`config.mk`:
```
export PLATFORM = sky130hd
export DESIGN_NAME = cosine_sum_window_generator_core_flat
export DESIGN_NICKNAME = d
export VERILOG_FILES = /design/src/cswg_pkg.sv /design/src/cswg_if.sv /design/src/cosine_sum_window_generator_core.sv /design/src/flat_wrapper.sv
export SDC_FILE = /design/constraint.sdc
export NUM_CORES = 2
export LEC_CHECK = 0
export ABC_AREA = 1
export BUFFER_PORTS_ARGS = -buffer_cell sky130_fd_sc_hd__buf_4
export CAP_MARGIN = 20
export CORE_ASPECT_RATIO = 1.75
export CORE_MARGIN = 5
export CORE_UTILIZATION = 67
export CTS_BUF_LIST = sky130_fd_sc_hd__clkbuf_4
export CTS_CLUSTER_DIAMETER = 200
export DETAILED_ROUTE_END_ITERATION = 6
export PLACE_DENSITY = 0.84
export SLEW_MARGIN = 0
export SYNTH_ARGS = -nofsm -noshare
export SYNTH_HDL_FRONTEND = slang
export SYNTH_SLANG_ARGS = --single-unit
```
`constraint.sdc`:
```
create_clock -name clk_i -period 11.66 [get_ports clk_i]
set_input_delay 1.166 -clock clk_i [delete_from_list [all_inputs] [get_ports clk_i]]
set_output_delay 1.166 -clock clk_i [all_outputs]
set_load 0.02 [all_outputs]
```
`src/cswg_pkg.sv`:
```
package cswg_pkg;

  localparam int unsigned COEF_W     = 18;
  localparam int unsigned ROT_W      = 32;
  localparam int unsigned SIZE_W     = 17;
  localparam int unsigned IDX_W      = 16;
  localparam int unsigned ACC_W      = 26;
  localparam int unsigned MUL_W      = 32;
  localparam int unsigned PROD_W     = 64;
  localparam int unsigned FRAC       = 30;
  localparam int unsigned CFG_IDX_W  = 3;
  localparam int unsigned CFG_DATA_W = 32;
  localparam int unsigned STEP_W     = 4;

  localparam logic [SIZE_W-1:0] MAX_WINDOW = 17'd65536;

  typedef enum logic [CFG_IDX_W-1:0] {
    REG_COEF_ZERO,
    REG_COEF_ONE,
    REG_COEF_TWO,
    REG_COEF_THREE,
    REG_ROT_COS,
    REG_ROT_SIN,
    REG_WINDOW_SIZE
  } reg_idx_e;

  localparam logic signed [COEF_W-1:0] COEF_ZERO_RST  = 18'sd27525;
  localparam logic signed [COEF_W-1:0] COEF_ONE_RST   = 18'sd32768;
  localparam logic signed [COEF_W-1:0] COEF_TWO_RST   = 18'sd5243;
  localparam logic signed [COEF_W-1:0] COEF_THREE_RST = 18'sd0;
  localparam logic signed [ROT_W-1:0]  ROT_COS_RST    = 32'sd1073721572;
  localparam logic signed [ROT_W-1:0]  ROT_SIN_RST    = 32'sd6594796;
  localparam logic [SIZE_W-1:0]        SIZE_RST       = 17'd1024;

  localparam logic signed [ROT_W-1:0]  Q30_ONE   = 32'sh4000_0000;
  localparam logic signed [ROT_W-1:0]  Q30_MONE  = 32'shC000_0000;
  localparam logic signed [PROD_W-1:0] Q30_HALF  = 64'sd536870912;
  localparam logic signed [PROD_W-1:0] PH_MAX    = 64'sh0000_0000_7FFF_FFFF;
  localparam logic signed [PROD_W-1:0] PH_MIN    = 64'shFFFF_FFFF_8000_0000;
  localparam logic signed [ACC_W-1:0]  VAL_MAX   = 26'sd131071;
  localparam logic signed [ACC_W-1:0]  VAL_MIN   = -26'sd131072;

  typedef enum logic [1:0] {MA_K3, MA_ACC, MA_COS, MA_SIN} mul_a_e;
  typedef enum logic       {MB_RE, MB_IM} mul_b_e;
  typedef enum logic [1:0] {ACC_NONE, ACC_K2, ACC_K1, ACC_K0} acc_op_e;
  typedef enum logic [1:0] {SUM_NONE, SUM_LOAD, SUM_SUB, SUM_ADD} sum_op_e;
  typedef enum logic [1:0] {HOLD_NONE, HOLD_REQ, HOLD_RSP} hold_e;

  typedef struct packed {
    mul_a_e             mul_a;
    mul_b_e             mul_b;
    logic               mul_en;
    acc_op_e            acc_op;
    sum_op_e            sum_op;
    logic               emit;
    hold_e              hold;
    logic [STEP_W-1:0]  next;
  } ucw_t;

  localparam logic [STEP_W-1:0] STEP_IDLE = 4'd0;
  localparam logic [STEP_W-1:0] STEP_K3   = 4'd1;
  localparam logic [STEP_W-1:0] STEP_K2   = 4'd2;
  localparam logic [STEP_W-1:0] STEP_T1   = 4'd3;
  localparam logic [STEP_W-1:0] STEP_K1   = 4'd4;
  localparam logic [STEP_W-1:0] STEP_T2   = 4'd5;
  localparam logic [STEP_W-1:0] STEP_K0   = 4'd6;
  localparam logic [STEP_W-1:0] STEP_IM   = 4'd7;
  localparam logic [STEP_W-1:0] STEP_EMIT = 4'd8;

  // Cubic chain on the multiplier interleaved with the phasor products.
  function automatic ucw_t ucode(input logic [STEP_W-1:0] step);
    ucw_t w;
    case (step)
      STEP_IDLE: w = ucw_t'{MA_K3,  MB_RE, 1'b0, ACC_NONE, SUM_NONE, 1'b0, HOLD_REQ,  STEP_K3};
      STEP_K3:   w = ucw_t'{MA_K3,  MB_RE, 1'b1, ACC_NONE, SUM_NONE, 1'b0, HOLD_NONE, STEP_K2};
      STEP_K2:   w = ucw_t'{MA_COS, MB_RE, 1'b1, ACC_K2,   SUM_NONE, 1'b0, HOLD_NONE, STEP_T1};
      STEP_T1:   w = ucw_t'{MA_ACC, MB_RE, 1'b1, ACC_NONE, SUM_LOAD, 1'b0, HOLD_NONE, STEP_K1};
      STEP_K1:   w = ucw_t'{MA_SIN, MB_IM, 1'b1, ACC_K1,   SUM_NONE, 1'b0, HOLD_NONE, STEP_T2};
      STEP_T2:   w = ucw_t'{MA_ACC, MB_RE, 1'b1, ACC_NONE, SUM_SUB,  1'b0, HOLD_NONE, STEP_K0};
      STEP_K0:   w = ucw_t'{MA_COS, MB_IM, 1'b1, ACC_K0,   SUM_NONE, 1'b0, HOLD_NONE, STEP_IM};
      STEP_IM:   w = ucw_t'{MA_SIN, MB_RE, 1'b1, ACC_NONE, SUM_LOAD, 1'b0, HOLD_NONE, STEP_EMIT};
      STEP_EMIT: w = ucw_t'{MA_K3,  MB_RE, 1'b0, ACC_NONE, SUM_ADD,  1'b1, HOLD_RSP,  STEP_IDLE};
      default:   w = ucw_t'{MA_K3,  MB_RE, 1'b0, ACC_NONE, SUM_NONE, 1'b0, HOLD_NONE, STEP_IDLE};
    endcase
    return w;
  endfunction

endpackage

```
`src/cswg_if.sv`:
```
interface cswg_req_if;
  import cswg_pkg::*;
  logic valid;
  logic ready;
  logic restart;
  modport source (output valid, output restart, input ready);
  modport sink   (input valid, input restart, output ready);
endinterface

interface cswg_rsp_if;
  import cswg_pkg::*;
  logic                     valid;
  logic                     ready;
  logic signed [COEF_W-1:0] value;
  logic [IDX_W-1:0]         index_front;
  logic [IDX_W-1:0]         index_back;
  logic                     last;
  modport source (output valid, output value, output index_front, output index_back,
                  output last, input ready);
  modport sink   (input valid, input value, input index_front, input index_back,
                  input last, output ready);
endinterface

interface cswg_cfg_if;
  import cswg_pkg::*;
  logic                  valid;
  logic                  ready;
  logic [CFG_IDX_W-1:0]  index;
  logic [CFG_DATA_W-1:0] data;
  modport source (output valid, output index, output data, input ready);
  modport sink   (input valid, input index, input data, output ready);
endinterface

```
`src/cosine_sum_window_generator_core.sv`:
```
// Channel | Dir | Payload                                    | Transfer
// cfg_i   | in  | index (register), data                     | valid && ready
// req_i   | in  | restart                                    | valid && ready
// rsp_o   | out | value, index_front, index_back, last       | valid && ready
//
// One sample is the request transfer, then eight steps of the microcode program,
// which share one 32x32 multiplier between the cubic and the phasor rotation.
// The result sits in an output register, so the next request is taken while it waits;
// the program holds on its final step only while that register is full and not taken.
// Reset loads the register defaults and parks the phasor at -1, index zero.
// Configuration is taken every cycle; rotation and size are clamped as they are written.
module cosine_sum_window_generator_core (
  input  logic        clk_i,
  input  logic        rst_ni,
  cswg_cfg_if.sink    cfg_i,
  cswg_req_if.sink    req_i,
  cswg_rsp_if.source  rsp_o
);
  import cswg_pkg::*;

  logic signed [COEF_W-1:0] coef0_q, coef1_q, coef2_q, coef3_q;
  logic signed [ROT_W-1:0]  rot_cos_q, rot_sin_q;
  logic [SIZE_W-1:0]        size_q;

  logic signed [ROT_W-1:0]  phase_re_q, phase_im_q, re_nx_q;
  logic [SIZE_W-1:0]        idx_q;
  logic [STEP_W-1:0]        step_q, step_d;

  logic signed [PROD_W-1:0] prod_q, sum_q;
  logic signed [ACC_W-1:0]  acc_q;

  logic                     rsp_valid_q;
  logic signed [COEF_W-1:0] rsp_value_q;
  logic [IDX_W-1:0]         rsp_front_q, rsp_back_q;
  logic                     rsp_last_q;

  ucw_t                     uc;
  logic                     stall, adv, req_fire, new_run;
  logic signed [ROT_W-1:0]  cfg_rot;
  logic [SIZE_W-1:0]        cfg_size;
  logic [IDX_W-1:0]         half;

  logic signed [ACC_W-1:0]  a0_x, a1_x, a2_x, a3_x, k_sel, acc_rnd, sum4, v_src, v_sat;
  logic signed [MUL_W-1:0]  mul_a, mul_b;
  logic signed [PROD_W-1:0] mul_res, prod_rnd, sum_fin, sum_sh;
  logic signed [ROT_W-1:0]  ph_sat;

  // ---------------------------------------------------------------- config
  assign cfg_i.ready = 1'b1;
  assign cfg_rot = signed'(cfg_i.data);

  always_comb begin
    if (cfg_i.data[SIZE_W-1:0] == '0) begin
      cfg_size = SIZE_W'(1);
    end else if (cfg_i.data[SIZE_W-1:0] > MAX_WINDOW) begin
      cfg_size = MAX_WINDOW;
    end else begin
      cfg_size = cfg_i.data[SIZE_W-1:0];
    end
  end

  function automatic logic signed [ROT_W-1:0] clamp_rot(input logic signed [ROT_W-1:0] v);
    if (v > Q30_ONE) begin
      return Q30_ONE;
    end else if (v < Q30_MONE) begin
      return Q30_MONE;
    end
    return v;
  endfunction

  always_ff @(posedge clk_i or negedge rst_ni) begin
    if (!rst_ni) begin
      coef0_q   <= COEF_ZERO_RST;
      coef1_q   <= COEF_ONE_RST;
      coef2_q   <= COEF_TWO_RST;
      coef3_q   <= COEF_THREE_RST;
      rot_cos_q <= ROT_COS_RST;
      rot_sin_q <= ROT_SIN_RST;
      size_q    <= SIZE_RST;
    end else if (cfg_i.valid) begin
      case (reg_idx_e'(cfg_i.index))
        REG_COEF_ZERO:   coef0_q   <= signed'(cfg_i.data[COEF_W-1:0]);
        REG_COEF_ONE:    coef1_q   <= signed'(cfg_i.data[COEF_W-1:0]);
        REG_COEF_TWO:    coef2_q   <= signed'(cfg_i.data[COEF_W-1:0]);
        REG_COEF_THREE:  coef3_q   <= signed'(cfg_i.data[COEF_W-1:0]);
        REG_ROT_COS:     rot_cos_q <= clamp_rot(cfg_rot);
        REG_ROT_SIN:     rot_sin_q <= clamp_rot(cfg_rot);
        REG_WINDOW_SIZE: size_q    <= cfg_size;
        default: ;
      endcase
    end
  end

  // ---------------------------------------------------------------- sequencer
  assign uc       = ucode(step_q);
  assign req_fire = req_i.valid && req_i.ready;
  assign half     = size_q[SIZE_W-1:1];
  assign new_run  = req_i.restart || (idx_q > {1'b0, half});

  always_comb begin
    case (uc.hold)
      HOLD_REQ: stall = !req_i.valid;
      HOLD_RSP: stall = rsp_valid_q && !rsp_o.ready;
      default:  stall = 1'b0;
    endcase
  end

  assign adv         = !stall;
  assign step_d      = adv ? uc.next : step_q;
  assign req_i.ready = (step_q == STEP_IDLE);

  // ---------------------------------------------------------------- datapath
  assign a0_x = ACC_W'(coef0_q);
  assign a1_x = ACC_W'(coef1_q);
  assign a2_x = ACC_W'(coef2_q);
  assign a3_x = ACC_W'(coef3_q);

  always_comb begin
    case (uc.acc_op)
      ACC_K2:  k_sel = a2_x <<< 1;
      ACC_K1:  k_sel = a1_x - a3_x - (a3_x <<< 1);
      ACC_K0:  k_sel = a0_x - a2_x;
      default: k_sel = '0;
    endcase
  end

  always_comb begin
    case (uc.mul_a)
      MA_K3:   mul_a = MUL_W'(a3_x <<< 2);
      MA_ACC:  mul_a = MUL_W'(acc_q);
      MA_COS:  mul_a = rot_cos_q;
      MA_SIN:  mul_a = rot_sin_q;
      default: mul_a = '0;
    endcase
  end

  assign mul_b   = (uc.mul_b == MB_IM) ? phase_im_q : phase_re_q;
  assign mul_res = mul_a * mul_b;

  // Round the Q.46 product back to Q.16 (floor after adding half).
  assign prod_rnd = (prod_q + Q30_HALF) >>> FRAC;
  assign acc_rnd  = signed'(prod_rnd[ACC_W-1:0]);

  // sum_q already carries the rounding half from its load.
  assign sum_fin = (uc.sum_op == SUM_SUB) ? (sum_q - prod_q) : (sum_q + prod_q);
  assign sum_sh  = sum_fin >>> FRAC;

  always_comb begin
    if (sum_sh > PH_MAX) begin
      ph_sat = signed'(PH_MAX[ROT_W-1:0]);
    end else if (sum_sh < PH_MIN) begin
      ph_sat = signed'(PH_MIN[ROT_W-1:0]);
    end else begin
      ph_sat = signed'(sum_sh[ROT_W-1:0]);
    end
  end

  // Size one degenerates to the plain sum of the weights.
  assign sum4  = a0_x + a1_x + a2_x + a3_x;
  assign v_src = (size_q == SIZE_W'(1)) ? sum4 : acc_q;

  always_comb begin
    if (v_src > VAL_MAX) begin
      v_sat = VAL_MAX;
    end else if (v_src < VAL_MIN) begin
      v_sat = VAL_MIN;
    end else begin
      v_sat = v_src;
    end
  end

  always_ff @(posedge clk_i or negedge rst_ni) begin
    if (!rst_ni) begin
      step_q      <= STEP_IDLE;
      rsp_valid_q <= 1'b0;
      phase_re_q  <= Q30_MONE;
      phase_im_q  <= '0;
      idx_q       <= '0;
    end else begin
      step_q <= step_d;
      if (req_fire && new_run) begin
        phase_re_q <= Q30_MONE;
        phase_im_q <= '0;
        idx_q      <= '0;
      end
      if (adv && uc.sum_op == SUM_ADD) begin
        phase_re_q <= re_nx_q;
        phase_im_q <= ph_sat;
        idx_q      <= idx_q + SIZE_W'(1);
      end
      if (adv && uc.emit) begin
        rsp_valid_q <= 1'b1;
      end else if (rsp_o.ready) begin
        rsp_valid_q <= 1'b0;
      end
    end
  end

  always_ff @(posedge clk_i) begin
    if (adv && uc.mul_en) begin
      prod_q <= mul_res;
    end
    if (adv && uc.acc_op != ACC_NONE) begin
      acc_q <= k_sel + acc_rnd;
    end
    if (adv && uc.sum_op == SUM_LOAD) begin
      sum_q <= prod_q + Q30_HALF;
    end
    if (adv && uc.sum_op == SUM_SUB) begin
      re_nx_q <= ph_sat;
    end
    if (adv && uc.emit) begin
      rsp_value_q <= signed'(v_sat[COEF_W-1:0]);
      rsp_front_q <= idx_q[IDX_W-1:0];
      rsp_back_q  <= IDX_W'(size_q - idx_q - SIZE_W'(1));
      rsp_last_q  <= (idx_q == {1'b0, half});
    end
  end

  assign rsp_o.valid       = rsp_valid_q;
  assign rsp_o.value       = rsp_value_q;
  assign rsp_o.index_front = rsp_front_q;
  assign rsp_o.index_back  = rsp_back_q;
  assign rsp_o.last        = rsp_last_q;

`ifndef SYNTHESIS
  a_step_range: assert property (@(posedge clk_i) disable iff (!rst_ni)
    step_q <= STEP_EMIT)
    else $error("sequencer left its program");

  a_start_prog: assert property (@(posedge clk_i) disable iff (!rst_ni)
    req_fire |=> step_q == STEP_K3)
    else $error("request transfer did not start the program");

  a_mirror: assert property (@(posedge clk_i) disable iff (!rst_ni)
    rsp_o.valid |-> (IDX_W'(rsp_o.index_front + rsp_o.index_back + IDX_W'(1))
                     == size_q[IDX_W-1:0]))
    else $error("mirrored index does not match window size");

  a_last_half: assert property (@(posedge clk_i) disable iff (!rst_ni)
    (rsp_o.valid && rsp_o.last) |-> rsp_o.index_front == half)
    else $error("last flagged away from the window centre");
`endif

endmodule

```
`src/flat_wrapper.sv`:
```
// flat-port wrapper written by rule: the top's interface ports become plain ports
module cosine_sum_window_generator_core_flat import cswg_pkg::*;
  (clk_i, rst_ni, cfg_i_valid, cfg_i_index, cfg_i_data, cfg_i_ready, req_i_valid, req_i_restart, req_i_ready, rsp_o_valid, rsp_o_value, rsp_o_index_front, rsp_o_index_back, rsp_o_last, rsp_o_ready);
  cswg_cfg_if cfg_i_i ();
  cswg_req_if req_i_i ();
  cswg_rsp_if rsp_o_i ();
  input  logic clk_i;
  input  logic rst_ni;
  input wire logic [$bits(cfg_i_i.valid)-1:0] cfg_i_valid;
  input wire logic [$bits(cfg_i_i.index)-1:0] cfg_i_index;
  input wire logic [$bits(cfg_i_i.data)-1:0] cfg_i_data;
  output wire logic [$bits(cfg_i_i.ready)-1:0] cfg_i_ready;
  input wire logic [$bits(req_i_i.valid)-1:0] req_i_valid;
  input wire logic [$bits(req_i_i.restart)-1:0] req_i_restart;
  output wire logic [$bits(req_i_i.ready)-1:0] req_i_ready;
  output wire logic [$bits(rsp_o_i.valid)-1:0] rsp_o_valid;
  output wire logic [$bits(rsp_o_i.value)-1:0] rsp_o_value;
  output wire logic [$bits(rsp_o_i.index_front)-1:0] rsp_o_index_front;
  output wire logic [$bits(rsp_o_i.index_back)-1:0] rsp_o_index_back;
  output wire logic [$bits(rsp_o_i.last)-1:0] rsp_o_last;
  input wire logic [$bits(rsp_o_i.ready)-1:0] rsp_o_ready;
  assign cfg_i_i.valid = cfg_i_valid;
  assign cfg_i_i.index = cfg_i_index;
  assign cfg_i_i.data = cfg_i_data;
  assign cfg_i_ready = cfg_i_i.ready;
  assign req_i_i.valid = req_i_valid;
  assign req_i_i.restart = req_i_restart;
  assign req_i_ready = req_i_i.ready;
  assign rsp_o_valid = rsp_o_i.valid;
  assign rsp_o_value = rsp_o_i.value;
  assign rsp_o_index_front = rsp_o_i.index_front;
  assign rsp_o_index_back = rsp_o_i.index_back;
  assign rsp_o_last = rsp_o_i.last;
  assign rsp_o_i.ready = rsp_o_ready;
  cosine_sum_window_generator_core u_core (.clk_i(clk_i), .rst_ni(rst_ni), .cfg_i(cfg_i_i), .req_i(req_i_i), .rsp_o(rsp_o_i));
endmodule
```
==> metrics.md, run 1 <==
| Metric | Value |
|---|---|
| Placed insts | 9989 |
| Sequential area share after synthesis | 0.188 |
| Setup Fix Bufs, Post-CTS | 0 |
| Maximum clock path buffer count | 3 |
| Vias in the first global route | 76.3k |
| Syn Inst Count | 8657 |
| Stop Error | [ERROR GRT-0116] Global routing finished with congestion. Check the congestion regions in the DRC Viewer. |
| Ys Warns | 0 |
| Clk sink count | 476 |
| Hold bufs inserted after CTS | 0 |
| Syn Nets | 10.2k |
| Compound-Gate Fraction of Synth Area | 0.0713 |
| Overflow after GRT | 294 |
| Post-synth top flop | edfxtp_1 |
| Syn_area_per_cell | 8.09 um2 |
| Ports | 95 |
| Global-route wire length before repair | roughly 560 mm |
| DIE HEIGHT | 438 um |
| FP Rows | between 150 and 200 |
| Post-synth EDFFs | 237 |
| Synthesized flop and latch total | 476 |
| Largest family of logic cells by synthesized area | adder cells |
| Post-synth ARST share | 0.502 |
| I/O Buffers | 93 |
| Largest net degree at the start of global routing | 113 |
| Post-synthesis simple-gate area fraction | 0.205 |
| H-tree depth | 3 |
| Mux contribution to synthesized area | 0.000143 |
| Synth top area share | 0.321 |
| Top post-synthesis cells by area | fa_1, edfxtp_1, nand2_1 |
| Failing step | global routing (5_1_grt) |
| Placer Congestion | between 1 and 1.5 |
| Mapped cell area | roughly 70000 um2 |
| DP Wirelength | 251 mm |
| Initial Util | 0.672 |
| Post-cts sizing count | 0 |
| Post-synth cell types | 75 |
| CTS Buf Count | about 100 |
| Status | stopped before the end |
| GRT Total Usage | 0.680 |
| Clock root cell | clkbuf_4 |
| Chip Width | about 250 um |
| Post-Synth Adder-Cell Area | 0.390 |
| Xor-xnor portion of the synthesized cell area | 0.0311 |
| Cell type with the largest total area after synthesis | fa_1 |
## logic make-up after synthesis
kind of cell | after synthesis
flops | 476
fa+ha+maj | 1510
buf+inv | 2066
mux | 1
xor+xnor | 249
other cells | 1
simple gates | 3469
compound gates | 885
## metrics by stage
stage / util / cell area, um2 / setup slack (ps) / hold slack [ps]
after floorplan: - / 70100 / 3060 / 426
after global placement: 0.694 / 72400 / 862 / 428
after detailed placement: 0.694 / 72400 / 775 / 439
after CTS: 0.708 / 73800 / 773 / 161
## synth_stat cells (88+ instances only)
cell type	number
nand2_1	1858
inv_1	1753
fa_1	1122
nor2_1	1000
ha_1	388
o21ai_0	361
a21oi_1	315
nand3_1	282
edfxtp_1	237
dfrtp_1	188
xor2_1	187
buf_2	127
clkbuf_1	88
## layer usage
| layer | GRT overflow | track usage |
|---|---|---|
| met5 | 0 | 0.160 |
| met4 | 146 | 0.675 |
| met3 | 2 | 0.483 |
| met2 | 142 | 0.886 |
| met1 | 4 | 0.669 |
==> inputs of run 2 (changes only) <==
--- a/config.mk
+++ b/config.mk
@@ -8,13 +8,10 @@
 export ABC_AREA = 1
 export BUFFER_PORTS_ARGS = -buffer_cell sky130_fd_sc_hd__buf_4
 export CAP_MARGIN = 20
-export CORE_ASPECT_RATIO = 1.75
 export CORE_MARGIN = 5
-export CORE_UTILIZATION = 67
-export CTS_BUF_LIST = sky130_fd_sc_hd__clkbuf_4
-export CTS_CLUSTER_DIAMETER = 200
+export CORE_UTILIZATION = 40
 export DETAILED_ROUTE_END_ITERATION = 6
-export PLACE_DENSITY = 0.84
+export PLACE_DENSITY_LB_ADDON = 0.15
 export SLEW_MARGIN = 0
 export SYNTH_ARGS = -nofsm -noshare
 export SYNTH_HDL_FRONTEND = slang
==> run 2 against run 1 <==
The flow now finishes without violations. Synthesized cell count unchanged. Synthesized area unchanged.
==> metrics.md, run 2 <==
| Metric | Value |
|---|---|
| Status | finished, final reports clean (was stopped before the end) |
| Max FO, Critical Path | 21 |
| Xor-xnor portion of the synthesized cell area | 0.0311 (unchanged) |
| Max incr delay on CP | roughly 600 ps |
| Chip Width | 429 um (was 254 um) |
| Max Transition Viols Final | 0 |
| Hold path endpoint | u_core.phase_re_q[16] |
| Clk sink count | 476 (unchanged) |
| Hold WC Path Type | reg -> reg |
| Fin cells | 11.1k |
| Min Tclk post-route | 11000 ps |
| Clk_skew | roughly 100 ps |
| Detailed Route WL | 262 mm |
| Clk Latency, worst-skew pair | about 690 ps |
| FILL cells | 17.6k |
| Syn_area_per_cell | 8.09 um2 (unchanged) |
| Placer Congestion | 0.983 (was 1.28) |
| Post-cts sizing count | 0 (unchanged) |
| Largest net degree at the start of global routing | 125 |
| RSZ-0062 raised after global routing | false |
| Number of remaining DRC errors | 0 |
| FP Rows | 153 (was 157) |
| Final net count | roughly 10k |
| Antenna Violating Nets Remaining | 0 |
| Mapped cell area | 70100 um2 (unchanged) |
| Most common cell in the netlist | nand2_1 (unchanged) |
| CP max-delay cell | nor4_1 |
| DR vias | 58.5k |
| Max Clk Rate | 90.9 MHz |
| GRT Total Usage | 0.282 |
| Maximum clock path buffer count | 3 (unchanged) |
| Placed Area | 73600 um2 (was 72400 um2) |
| Top flop regs | u_core.prod_q x64, u_core.sum_q x64 |
| Vias in the first global route | 59.7k |
| Compound-Gate Fraction of Synth Area | 0.0713 (unchanged) |
| Area delta synth->final | 7.85% |
| Worst Max-Slew Pin Slew | about 1200 ps |
| DP Wirelength | 217 mm (was 251 mm) |
| Crit path DAT | approximately 11000 ps |
| CTS tree | yes |
| Global-route wire length before repair | 389 mm |
| Final setup viols | 0 |
| R2R depth | 34 |
| Initial drt markers | 5255 |
| Most frequent CP cell | fa_1 |
| WP data required | 12030 ps |
| Initial antenna violation count | 9 |
| Top post-synthesis cells by area | fa_1, edfxtp_1, nand2_1 (unchanged) |
| Largest family of logic cells by synthesized area | adder cells (unchanged) |
| Clock root cell | clkbuf_16 (was clkbuf_4) |
| Worst reg2reg endpoint | u_core.prod_q[57] |
| DIE HEIGHT | 429 um (was 438 um) |
| Syn Inst Count | 8657 (unchanged) |
| Cell type with the largest total area after synthesis | fa_1 (unchanged) |
| Synthesized flop and latch total | 476 (unchanged) |
| Routed length per instance | roughly 24 um |
| Register clock-pin slew on the reported worst setup and hold paths | ~70 ps |
| Overflow after GRT | 0 |
| Post-synth cell types | 75 (unchanged) |
| Hold bufs inserted after CTS | 0 (unchanged) |
| Commonest cells after routing, fill and taps aside | nand2_1, inv_1, fa_1 |
| Post-synthesis simple-gate area fraction | 0.205 (unchanged) |
| Post-synth EDFFs | 237 (unchanged) |
| I/O Buffers | 93 (unchanged) |
| Die area | 184000 um2 |
| Reg2reg setup slack | between 600 and 700 ps |
| Drt via density | 5.29 |
| Post-Synth Adder-Cell Area | 0.390 (unchanged) |
| Startpoint Class | flop |
| Hold wc startpoint | u_core.re_nx_q[16] |
| Setup Fix Bufs, Post-CTS | 0 (unchanged) |
| CORE AREA | 174000 um2 |
| Ratio of cells with drive above 1 in the final layout | 0.0703 |
| Commonest cells post-synth | nand2_1, inv_1, fa_1 (unchanged) |
| Synth top area share | 0.321 (unchanged) |
| Reg2reg start | u_core.step_q[0] |
| Worst Hold Depth | 2 |
| Syn Nets | 10.2k (unchanged) |
| Initial Util | 0.403 (was 0.672) |
| Sequential area share after synthesis | 0.188 (unchanged) |
| Mux contribution to synthesized area | 0.000143 (unchanged) |
| H-tree depth | 2 (was 3) |
| Critical path capture point type | flop |
| Setup TNS | 0 ps |
| Setup WS pre-CTS | 833 ps (was 775 ps) |
| Placed insts | 11.0k (was 9989) |
| TritonRoute pass-1 iters | 6 |
| Post-route cell area | roughly 76000 um2 |
| Final Hold Fails | 0 |
| CTS Buf Count | 57 (was 102) |
| Commonest non-fill, non-tap cell in the layout | nand2_1 |
| PnR worst setup slack | 659 ps |
| Post-synth ARST share | 0.502 (unchanged) |
| Max_cap viols | 0 |
| Rel. slew slack | 0.191 |
| Period utilisation layout | 0.943 |
| Post-synth top flop | edfxtp_1 (unchanged) |
| Ys Warns | 0 (unchanged) |
| Ports | 95 (unchanged) |
| CP Class | reg -> reg |
[run 2: cell counts after synthesis]
Identical to the previous run, type by type.
[run 2: area by class of cell]
class                   instances  area, um2  area share
clock inverters                29        382     0.00505
multi-input cells            6115      49000       0.648
inverters                    1813       6810      0.0901
clock buffers                  79       1590      0.0210
well taps                    2325       2910      0.0385
diodes                          4       10.0    0.000132
repair buffers                225       1730      0.0229
flip-flops and latches        476      13200       0.174
[run 2: per-layer routing]
layer  track usage  wire length, um  vias to the layer above
li1              -                -                    26416
met1         0.396           113000                    29443
met2         0.449           118000                     2240
met3        0.0418            19700                      401
met4        0.0952            10800                        4
met5             0               20                        -
[run 2: worst max-delay path by stage]
stage	startpoint	end	cells past startpoint	slack (ps)
CTS	u_core.step_q[0]	u_core.prod_q[57]	34	650
finish	u_core.step_q[0]	u_core.prod_q[57]	34	660
floorplan	u_core.step_q[0]	u_core.prod_q[62]	35	3060
global route	u_core.step_q[0]	u_core.prod_q[57]	34	270
global placement	u_core.step_q[0]	u_core.prod_q[57]	34	860
detailed placement	u_core.step_q[0]	u_core.prod_q[57]	34	830
[run 2: cell families after synthesis]
group | Yosys count
AOI/OAI and AO/OA | 885
DFF | 476
buffers and inverters | 2066
other | 1
xor gates and xnor gates | 249
adders and majority gates | 1510
muxes | 1
and+or+nand+nor | 3469
[run 2: critical path: cells and delay by family, from the launching register on]
| family | cells | cell delay (ps) |
|---|---|---|
| adder cells (fa/ha/maj) | 10 | 4800 |
| AND/OR/NAND/NOR | 11 | 2740 |
| buffers and inverters | 10 | 1930 |
| flip-flops | 1 | 480 |
| AO/OA/AOI/OAI | 2 | 370 |
| XOR/XNOR | 1 | 320 |
[run 2: per-stage QoR]
step,utilization,hold WS (ps)
2_1_floorplan,-,426
3_3_place_gp,0.423,429
3_5_place_dp,0.423,435
4_1_cts,0.434,406
5_1_grt,0.434,419
6_report,0.434,401
Power of run 2 is left out: the tool's default activity adds up to more than one toggle a clock period on the data nets, which glitch-free logic cannot reach.
